`src/rtl/mts_pkg.sv`:
```
`timescale 1ns / 1ps
`default_nettype none
// ----------------------------------------------------------------------------
// mts_pkg
// Shared types and constants for the minimum-tracking stack.
// ----------------------------------------------------------------------------
package mts_pkg;

  localparam int unsigned StackDepthDef = 64;
  localparam int unsigned WordW         = 32;
  localparam int unsigned CountOutW     = 7;
  localparam int unsigned ErrW          = 2;

  typedef enum logic {
    OP_PUSH = 1'b0,
    OP_POP  = 1'b1
  } op_e;

  typedef enum logic [ErrW-1:0] {
    ERR_NONE      = 2'd0,
    ERR_POP_EMPTY = 2'd1,
    ERR_PUSH_FULL = 2'd2
  } err_e;

  typedef enum logic {
    ST_IDLE = 1'b0,
    ST_RESP = 1'b1
  } state_e;

  typedef logic signed [WordW-1:0] word_t;

endpackage
`default_nettype wire

```
`src/rtl/mts_if.sv`:
```
`timescale 1ns / 1ps
`default_nettype none
// ----------------------------------------------------------------------------
// mts_in_if / mts_out_if
// Valid/ready channels for operations and results.
// ----------------------------------------------------------------------------
interface mts_in_if
  import mts_pkg::*;
();
  logic  valid;
  logic  ready;
  logic  kind;
  word_t value;

  modport source (output valid, output kind, output value, input ready);
  modport sink   (input valid, input kind, input value, output ready);
endinterface

interface mts_out_if
  import mts_pkg::*;
();
  logic                 valid;
  logic                 ready;
  word_t                popped_value;
  word_t                top_value;
  word_t                min_value;
  logic [CountOutW-1:0] entry_count;
  logic                 is_empty;
  logic [ErrW-1:0]      error;

  modport source (output valid, output popped_value, output top_value, output min_value,
                  output entry_count, output is_empty, output error, input ready);
  modport sink   (input valid, input popped_value, input top_value, input min_value,
                  input entry_count, input is_empty, input error, output ready);
endinterface
`default_nettype wire

```
`src/rtl/mts_ram.sv`:
```
`timescale 1ns / 1ps
`default_nettype none
// ----------------------------------------------------------------------------
// mts_ram
// Single-write, single-read synchronous memory with registered read data.
// ----------------------------------------------------------------------------
module mts_ram
  import mts_pkg::*;
#(
  parameter int unsigned Depth = StackDepthDef,
  parameter int unsigned Width = WordW,
  localparam int unsigned AddrW = (Depth > 1) ? $clog2(Depth) : 1
) (
  input  wire logic             clk_i,
  input  wire logic             we_i,
  input  wire logic [AddrW-1:0] waddr_i,
  input  wire logic [Width-1:0] wdata_i,
  input  wire logic             re_i,
  input  wire logic [AddrW-1:0] raddr_i,
  output logic      [Width-1:0] rdata_o
);

  logic [Width-1:0] mem [Depth];

  always_ff @(posedge clk_i) begin
    if (we_i) begin
      mem[waddr_i] <= wdata_i;
    end
  end

  always_ff @(posedge clk_i) begin
    if (re_i) begin
      rdata_o <= mem[raddr_i];
    end
  end

endmodule
`default_nettype wire

```
`src/rtl/mts_ctrl.sv`:
```
`timescale 1ns / 1ps
`default_nettype none
// ----------------------------------------------------------------------------
// mts_ctrl
// Stack pointers, cached tops, memory sequencing and the result register.
// ----------------------------------------------------------------------------
module mts_ctrl
  import mts_pkg::*;
#(
  parameter int unsigned StackDepth = StackDepthDef,
  localparam int unsigned AddrW  = (StackDepth > 1) ? $clog2(StackDepth) : 1,
  localparam int unsigned CountW = $clog2(StackDepth + 1)
) (
  input  wire logic             clk_i,
  input  wire logic             rst_ni,
  mts_in_if.sink                in_i,
  mts_out_if.source             out_o,
  output logic                  data_we_o,
  output logic      [AddrW-1:0] data_waddr_o,
  output logic                  data_re_o,
  output logic      [AddrW-1:0] data_raddr_o,
  input  wire logic [WordW-1:0] data_rdata_i,
  output logic                  min_we_o,
  output logic      [AddrW-1:0] min_waddr_o,
  output logic                  min_re_o,
  output logic      [AddrW-1:0] min_raddr_o,
  input  wire logic [WordW-1:0] min_rdata_i,
  output word_t                 wdata_o
);

  localparam logic [CountW-1:0] DepthC = CountW'(StackDepth);
  localparam logic [CountW-1:0] OneC   = CountW'(1);
  localparam logic [CountW-1:0] TwoC   = CountW'(2);

  state_e state_q, state_d;

  logic [CountW-1:0] cnt_q, cnt_d, mcnt_q, mcnt_d;
  word_t             top_q, top_d, mtop_q, mtop_d;
  logic              reload_top_q, reload_top_d, reload_min_q, reload_min_d;
  word_t             popped_q, popped_d;
  err_e              err_q, err_d;
  logic              out_valid_q, out_valid_d;

  logic accept, load, slot_free;
  logic is_push, push_ok, min_push, pop_ok, min_pop;
  logic [CountW-1:0] data_rd_cnt, min_rd_cnt;
  logic [CountW+CountOutW-1:0] cnt_wide;

  word_t                res_popped_q, res_top_q, res_min_q;
  logic [CountOutW-1:0] res_cnt_q;
  logic                 res_empty_q;
  err_e                 res_err_q;

  assign slot_free = !out_valid_q || out_o.ready;
  assign accept    = in_i.valid && in_i.ready;

  // Next state
  always_comb begin
    state_d = state_q;
    unique case (state_q)
      ST_IDLE: if (in_i.valid) state_d = ST_RESP;
      ST_RESP: if (slot_free) state_d = ST_IDLE;
      default: state_d = ST_IDLE;
    endcase
  end

  // State outputs
  always_comb begin
    in_i.ready = 1'b0;
    load       = 1'b0;
    unique case (state_q)
      ST_IDLE: in_i.ready = 1'b1;
      ST_RESP: load = slot_free;
      default: ;
    endcase
  end

  assign is_push  = (in_i.kind == OP_PUSH);
  assign push_ok  = is_push && (cnt_q != DepthC);
  assign min_push = push_ok && ((mcnt_q == '0) || (mtop_q >= in_i.value));
  assign pop_ok   = !is_push && (cnt_q != '0);
  assign min_pop  = pop_ok && (mcnt_q != '0) && (mtop_q == top_q);

  assign data_rd_cnt = cnt_q - TwoC;
  assign min_rd_cnt  = mcnt_q - TwoC;

  assign wdata_o      = in_i.value;
  assign data_we_o    = accept && push_ok;
  assign data_waddr_o = cnt_q[AddrW-1:0];
  assign data_re_o    = accept && pop_ok;
  assign data_raddr_o = data_rd_cnt[AddrW-1:0];
  assign min_we_o     = accept && min_push;
  assign min_waddr_o  = mcnt_q[AddrW-1:0];
  assign min_re_o     = accept && min_pop;
  assign min_raddr_o  = min_rd_cnt[AddrW-1:0];

  // Operation update and reload
  always_comb begin
    cnt_d        = cnt_q;
    mcnt_d       = mcnt_q;
    top_d        = top_q;
    mtop_d       = mtop_q;
    reload_top_d = reload_top_q;
    reload_min_d = reload_min_q;
    popped_d     = popped_q;
    err_d        = err_q;
    if (accept) begin
      reload_top_d = pop_ok && (cnt_q > OneC);
      reload_min_d = min_pop && (mcnt_q > OneC);
      popped_d     = pop_ok ? top_q : '0;
      err_d        = ERR_NONE;
      if (is_push) begin
        if (push_ok) begin
          cnt_d = cnt_q + OneC;
          top_d = in_i.value;
          if (min_push) begin
            mcnt_d = mcnt_q + OneC;
            mtop_d = in_i.value;
          end
        end else begin
          err_d = ERR_PUSH_FULL;
        end
      end else begin
        if (pop_ok) begin
          cnt_d = cnt_q - OneC;
          if (min_pop) mcnt_d = mcnt_q - OneC;
        end else begin
          err_d = ERR_POP_EMPTY;
        end
      end
    end else if (load) begin
      if (reload_top_q) top_d = data_rdata_i;
      if (reload_min_q) mtop_d = min_rdata_i;
    end
  end

  always_comb begin
    out_valid_d = out_valid_q;
    if (load) begin
      out_valid_d = 1'b1;
    end else if (out_o.ready) begin
      out_valid_d = 1'b0;
    end
  end

  assign cnt_wide = {{CountOutW{1'b0}}, cnt_q};

  always_ff @(posedge clk_i or negedge rst_ni) begin
    if (!rst_ni) begin
      state_q      <= ST_IDLE;
      cnt_q        <= '0;
      mcnt_q       <= '0;
      out_valid_q  <= 1'b0;
      reload_top_q <= 1'b0;
      reload_min_q <= 1'b0;
    end else begin
      state_q      <= state_d;
      cnt_q        <= cnt_d;
      mcnt_q       <= mcnt_d;
      out_valid_q  <= out_valid_d;
      reload_top_q <= reload_top_d;
      reload_min_q <= reload_min_d;
    end
  end

  always_ff @(posedge clk_i) begin
    top_q    <= top_d;
    mtop_q   <= mtop_d;
    popped_q <= popped_d;
    err_q    <= err_d;
    if (load) begin
      res_popped_q <= popped_q;
      res_top_q    <= (cnt_q != '0) ? top_d : '0;
      res_min_q    <= ((cnt_q != '0) && (mcnt_q != '0)) ? mtop_d : '0;
      res_cnt_q    <= cnt_wide[CountOutW-1:0];
      res_empty_q  <= (cnt_q == '0);
      res_err_q    <= err_q;
    end
  end

  assign out_o.valid        = out_valid_q;
  assign out_o.popped_value = res_popped_q;
  assign out_o.top_value    = res_top_q;
  assign out_o.min_value    = res_min_q;
  assign out_o.entry_count  = res_cnt_q;
  assign out_o.is_empty     = res_empty_q;
  assign out_o.error        = res_err_q;

endmodule
`default_nettype wire

```
`src/rtl/min_tracking_stack_top.sv`:
```
`timescale 1ns / 1ps
`default_nettype none
// ----------------------------------------------------------------------------
// min_tracking_stack_top
// LIFO stack of signed words that reports its current minimum.
//
//   channel  dir  handshake     payload
//   in_i     in   valid/ready   kind, value
//   out_o    out  valid/ready   popped_value, top_value, min_value,
//                               entry_count, is_empty, error
//
// One operation at a time, taken in the idle state: a pop reads the next top of
// the data and minimum memories through registered reads before the result forms.
// Result register lets a new operation enter while a result waits.
// Reset clears both stack pointers; memory contents need no clearing.
// A stalled result holds the block in its response state.
// ----------------------------------------------------------------------------
module min_tracking_stack_top
  import mts_pkg::*;
#(
  parameter int unsigned StackDepth = StackDepthDef
) (
  input  wire logic clk_i,
  input  wire logic rst_ni,
  mts_in_if.sink    in_i,
  mts_out_if.source out_o
);

  localparam int unsigned AddrW = (StackDepth > 1) ? $clog2(StackDepth) : 1;

  logic             data_we, data_re, min_we, min_re;
  logic [AddrW-1:0] data_waddr, data_raddr, min_waddr, min_raddr;
  logic [WordW-1:0] data_rdata, min_rdata;
  word_t            wdata;

  mts_ctrl #(
    .StackDepth (StackDepth)
  ) u_ctrl (
    .clk_i        (clk_i),
    .rst_ni       (rst_ni),
    .in_i         (in_i),
    .out_o        (out_o),
    .data_we_o    (data_we),
    .data_waddr_o (data_waddr),
    .data_re_o    (data_re),
    .data_raddr_o (data_raddr),
    .data_rdata_i (data_rdata),
    .min_we_o     (min_we),
    .min_waddr_o  (min_waddr),
    .min_re_o     (min_re),
    .min_raddr_o  (min_raddr),
    .min_rdata_i  (min_rdata),
    .wdata_o      (wdata)
  );

  mts_ram #(
    .Depth (StackDepth),
    .Width (WordW)
  ) u_data_ram (
    .clk_i   (clk_i),
    .we_i    (data_we),
    .waddr_i (data_waddr),
    .wdata_i (wdata),
    .re_i    (data_re),
    .raddr_i (data_raddr),
    .rdata_o (data_rdata)
  );

  mts_ram #(
    .Depth (StackDepth),
    .Width (WordW)
  ) u_min_ram (
    .clk_i   (clk_i),
    .we_i    (min_we),
    .waddr_i (min_waddr),
    .wdata_i (wdata),
    .re_i    (min_re),
    .raddr_i (min_raddr),
    .rdata_o (min_rdata)
  );

endmodule
`default_nettype wire

```
`src/flat_wrapper.sv`:
```
// flat-port wrapper written by rule: the top's interface ports become plain ports
module min_tracking_stack_top_flat import mts_pkg::*;
#(
  parameter int unsigned StackDepth = StackDepthDef
)
  (clk_i, rst_ni, in_i_valid, in_i_kind, in_i_value, in_i_ready, out_o_valid, out_o_popped_value, out_o_top_value, out_o_min_value, out_o_entry_count, out_o_is_empty, out_o_error, out_o_ready);
  mts_in_if in_i_i ();
  mts_out_if out_o_i ();
  input  wire logic clk_i;
  input  wire logic rst_ni;
  input wire logic [$bits(in_i_i.valid)-1:0] in_i_valid;
  input wire logic [$bits(in_i_i.kind)-1:0] in_i_kind;
  input wire logic [$bits(in_i_i.value)-1:0] in_i_value;
  output wire logic [$bits(in_i_i.ready)-1:0] in_i_ready;
  output wire logic [$bits(out_o_i.valid)-1:0] out_o_valid;
  output wire logic [$bits(out_o_i.popped_value)-1:0] out_o_popped_value;
  output wire logic [$bits(out_o_i.top_value)-1:0] out_o_top_value;
  output wire logic [$bits(out_o_i.min_value)-1:0] out_o_min_value;
  output wire logic [$bits(out_o_i.entry_count)-1:0] out_o_entry_count;
  output wire logic [$bits(out_o_i.is_empty)-1:0] out_o_is_empty;
  output wire logic [$bits(out_o_i.error)-1:0] out_o_error;
  input wire logic [$bits(out_o_i.ready)-1:0] out_o_ready;
  assign in_i_i.valid = in_i_valid;
  assign in_i_i.kind = in_i_kind;
  assign in_i_i.value = in_i_value;
  assign in_i_ready = in_i_i.ready;
  assign out_o_valid = out_o_i.valid;
  assign out_o_popped_value = out_o_i.popped_value;
  assign out_o_top_value = out_o_i.top_value;
  assign out_o_min_value = out_o_i.min_value;
  assign out_o_entry_count = out_o_i.entry_count;
  assign out_o_is_empty = out_o_i.is_empty;
  assign out_o_error = out_o_i.error;
  assign out_o_i.ready = out_o_ready;
  min_tracking_stack_top #(.StackDepth(StackDepth)) u_core (.clk_i(clk_i), .rst_ni(rst_ni), .in_i(in_i_i), .out_o(out_o_i));
endmodule
```
`config.mk`:
```
export PLATFORM = sky130hd
export DESIGN_NAME = min_tracking_stack_top_flat
export DESIGN_NICKNAME = d
export VERILOG_FILES = /design/src/rtl/mts_pkg.sv /design/src/rtl/mts_if.sv /design/src/rtl/mts_ram.sv /design/src/rtl/mts_ctrl.sv /design/src/rtl/min_tracking_stack_top.sv /design/src/flat_wrapper.sv
export SDC_FILE = /design/constraint.sdc
export NUM_CORES = 2
export LEC_CHECK = 0
export ABC_CLOCK_PERIOD_IN_PS = 11100
export BUFFER_PORTS_ARGS = -buffer_cell sky130_fd_sc_hd__clkbuf_2
export CORE_MARGIN = 3
export CORE_UTILIZATION = 45
export CTS_BUF_LIST = sky130_fd_sc_hd__clkbuf_8
export DETAILED_ROUTE_END_ITERATION = 8
export MAX_ROUTING_LAYER = met4
export SLEW_MARGIN = 10
export SYNTH_ARGS = -nofsm -noshare
export SYNTH_HDL_FRONTEND = slang
export SYNTH_SLANG_ARGS = --single-unit
```
`constraint.sdc`:
```
create_clock -name clk_i -period 11.1 [get_ports clk_i]
set_clock_uncertainty 0.15 [all_clocks]
set_input_delay 1.11 -clock clk_i [delete_from_list [all_inputs] [get_ports clk_i]]
set_output_delay 1.11 -clock clk_i [all_outputs]
set_load 0.02 [all_outputs]
```
==> metrics.md <==
| Metric | Value |
|---|---|
| Outcome | finished clean |
| Crit path time final | 5.64 ns |
| Hold endpoint | u_core.u_min_ram.mem[56][4] |
| Min-delay src | in_i_value[4] |
| Starting density of the core | 45.4% |
| Htree depth | 6 |
| Syn avg cell area | 24.2 um^2 |
| Max Clk Rate | 177 MHz |
| Clock slew at reported path FFs | 0.06 ns |
| Leading cell types by total area after synthesis | edfxtp_1 (77%), mux4_2 (18%), dfxtp_1 (0.76%) |
| Syn_nets | 7,037 |
| Synth Flop Type | edfxtp_1 |
| Area growth syn-to-layout | 12.6% |
| Post-synthesis mux area share | 17.9% |
| Max-slew violations | 0 |
| Number of max-cap violations | 0 |
| Worst Max-Slew Pin Slew | between 1 and 1.5 ns |
| Vias in the first global route | between 80,000 and 90,000 |
| Worst Path Buf+Inv | 4 |
| Synth Area in XOR/XNOR | 0.255% |
| Crit path arrival time | 6.24 ns |
| Antenna viol nets, final | 0 |
| Post-synth EDFFs | 4,300 |
| Longest Clk Path Bufs | 4 |
| Worst hold path type | input pin to flop |
| Final Setup Violations | 0 |
| First-pass GRT wire length | 650,000 um |
| FF-to-FF path depth | 10 |
| TritonCTS clock tree | yes |
| R2R setup slack | 5.46 ns |
| Final worst setup slack | between 5 and 6 ns |
| Core ar. | 370,000 um^2 |
| Via density | 6.13 |
| Hold Path Depth | 1 |
| CP startpoint | u_core.u_ctrl.cnt_q[1] |
| Iteration-0 DRC count of the detailed router | 12,000 |
| Overall die width | 617 um |
| Worst skew pair latency | 1.21 ns |
| Root Driver | clkbuf_8 |
| VDD IR-drop max | between 0.3 and 0.4 mV |
| Syn Std Cell Area | approximately 170,000 um^2 |
| DR pass1 iterations | 9 |
| Cell accounting for the most synthesized area | edfxtp_1 |
| CP max-delay cell | nor2b_4 |
| RSZ-0062 raised after global routing | false |
| Largest family of logic cells by synthesized area | multiplexers |
| Global-route usage over all layers | 25.3% |
| Total clock sinks | 4,382 |
| Post-place setup slack | approximately 4.7 ns |
| CP peak stage delay | ~1.1 ns |
| Synth Warn # | 0 |
| Pint | 31.5 mW |
| Synth cell types | 60 |
| Crit Path Category | flop to flop |
| Final hold vios | 0 |
| Startpoint Class | flop |
| Worst setup EP type | flop |
| Worst path top cell family by delay | simple AND/OR/NAND/NOR gates |
| Final worst-path cycle share | ~50% |
| FF+latch area | 131,000 um^2 |
| Post-Synth Simple-Gate Area | 1.27% |
| Register share of total power | 41.7% |
| R2R Path End | u_core.u_min_ram.mem[26][3] |
| Synthesized flop and latch total | approximately 4,400 |
| Clock buffer count from CTS | 700 |
| Layout cells sized above 1 | about a third |
| Die height | 617 um |
| Comb power frac | 31.5% |
| Switching part of the total | 33.5% |
| Area fraction in compound gates after synthesis | 1.16% |
| IO buf count | 144 |
| Initial antenna violation count | 66 |
| Multi-input logic area | 36,200 um^2 |
| Pwr dens | 251 nW/um^2 |
| Remaining DRCs | 0 |
| Setup total negative slack | 0 ns |
| NetSw | 15.9 mW |
| Max_slew headroom | 19.2% |
| Clk pwr share | a little over a quarter |
| Gr ovfl total | 0 |
| Top Ports | 145 |
| Ys async rst share | 0.411% |
| Critical-path cell list | inv_1 > ha_1 > inv_1 > nor3_2 > a211oi_4 > buf_4 > o21ai_1 > buf_4 > nor4_2 > nor2b_4 |
| Maximum fanout along the worst path | 44 |
| Post-CTS Setup Inserts | 0 |
| Final nets | 7,763 |
| Synth Instances | 6,950 |
| Per-cell routed wire length | 35.6 um |
| Detailed placement HPWL | 278,000 um |
| Largest net degree at the start of global routing | 136 |
| Synth top area share | 76.9% |
| Most common cell after layout, fill and taps aside | edfxtp_1 |
| LEAKAGE | 59.4 nW |
| Fill cells | 28,900 |
| Adder-cell share of the synthesized area | 0.372% |
| CP required | 11.69 ns |
| Final wirelength | 470,000 um |
| GPL Wtd Cong | approximately 0.89 |
| Commonest cells after routing, fill and taps aside | edfxtp_1 (4,300), mux4_2 (1,323), clkbuf_8 (718), inv_1 (297), buf_4 (262) |
| Seq/Total Area, Yosys | roughly 80% |
| Crit Reg-Reg Startpoint | u_core.u_ctrl.cnt_q[1] |
| Num rows | about 220 |
| DIE AREA | 381,000 um^2 |
| Vias after detailed routing | a little over 80,000 |
## through the flow
stage / util (%) / area [um^2] / cells / power, mW / hold WS (ns)
after floorplan: - / 168000 / 6950 / 28.8 / 0.250
after global placement: 47.6 / 176000 / 11900 / 35.1 / 0.256
after detailed placement: 47.6 / 176000 / 11900 / 35.1 / 0.258
after CTS: 51.1 / 189000 / 13200 / 47.8 / 0.0411
after global routing: 51.1 / 189000 / 13200 / 49.0 / 0.116
final: 51.1 / 189000 / 13200 / 47.4 / 0.160
## worst max-delay path by stage
stage               slack [ns]  depth (start not counted)                      endpoint
floorplan                 4.32                         14   u_core.u_min_ram.mem[56][0]
CTS                       5.53                         10   u_core.u_min_ram.mem[26][3]
global placement          4.73                         14  u_core.u_min_ram.mem[58][20]
detailed placement        4.74                         10  u_core.u_min_ram.mem[34][23]
finish                    5.46                         10   u_core.u_min_ram.mem[26][3]
global route              5.37                         10   u_core.u_min_ram.mem[26][3]
## per-layer routing
layer | share of wire, % | global-route usage [%]
met1 | 40 | 35.6
met2 | 46 | 36.8
met3 | 9.7 | 4.76
met4 | 4.4 | 9.99
met5 | 0 | -
## worst reg2reg max path: stages, from the launching register on
cell      delay [ns]
dfrtp_4         0.91
inv_1           0.36
ha_1            0.28
inv_1           0.08
nor3_2          0.09
a211oi_4        0.38
buf_4           0.61
o21ai_1         0.20
buf_4           0.25
nor4_2          0.79
nor2b_4         1.09
## synth_stat cells (all sizes together) (3+ instances only)
cell type / instances
dfxtp: 64
nor3: 45
mux4: 1323
buf: 169
nand4b: 4
a211oi: 73
nand2b: 8
o21a: 6
o211ai: 12
nor4: 26
or2: 4
mux2i: 22
edfxtp: 4300
or3: 3
dfrtp: 18
a21oi: 59
o21ai: 23
and3: 36
xnor2: 28
nand3: 12
nand4: 17
mux2: 10
a22oi: 33
nand2: 127
nor3b: 3
nor2b: 25
clkbuf: 202
ha: 50
xor2: 20
a2111oi: 32
inv: 51
nor2: 113
and2: 11
## power by group through the flow
stage	logic (mW)	registers, mW	clock network (mW)
floorplan	9.11	19.7	0
global placement	15.0	20.1	0
detailed placement	15.0	20.1	0
CTS	15.1	19.8	12.9
global route	15.6	19.8	13.7
finish	14.9	19.8	12.7
## cells by family after synthesis
family	count (synthesis)
flops	4382
mux	1355
simple gates	441
buf+inv	422
compound gates	252
fa+ha+maj	50
xor+xnor	48
## final cells by class
cell class              count  share of cell area, %
well taps                4950                   3.27
multi-input cells        2146                   19.2
clock buffers             718                   5.22
diodes                     25                 0.0331
flip-flops and latches   4382                   69.2
repair buffers            395                   1.54
inverters                  51                  0.101
clock inverters           536                   1.49
## registers in the layout, indices dropped and copies added (netlist names)
signal                            count
u_core.u_ctrl.mtop_q                 32
u_core.u_data_ram.mem              2048
u_core.u_ctrl.out_o.valid             1
u_core.u_ctrl.out_o.top_value        32
u_core.u_ctrl.cnt_q                   7
u_core.u_min_ram.mem               2048
u_core.u_min_ram.rdata_o             32
u_core.u_ctrl.reload_min_q            1
u_core.u_ctrl.reload_top_q            1
u_core.u_data_ram.rdata_o            32
u_core.u_ctrl.err_q                   2
u_core.u_ctrl.out_o.is_empty          1
u_core.u_ctrl.out_o.popped_value     32
u_core.u_ctrl.out_o.entry_count       7
u_core.u_ctrl.out_o.min_value        32
u_core.u_ctrl.out_o.error             2
u_core.u_ctrl.top_q                  32
u_core.u_ctrl.mcnt_q                  7
u_core.u_ctrl.popped_q               32
u_core.u_ctrl.state_q                 1
## what timing repair did
item | CTS | global route
gates resized for setup | 0 | 0
hold endpoints to repair | 23 | 0
hold buffers | 4 | 0
(Power assumes the default switching activity.)
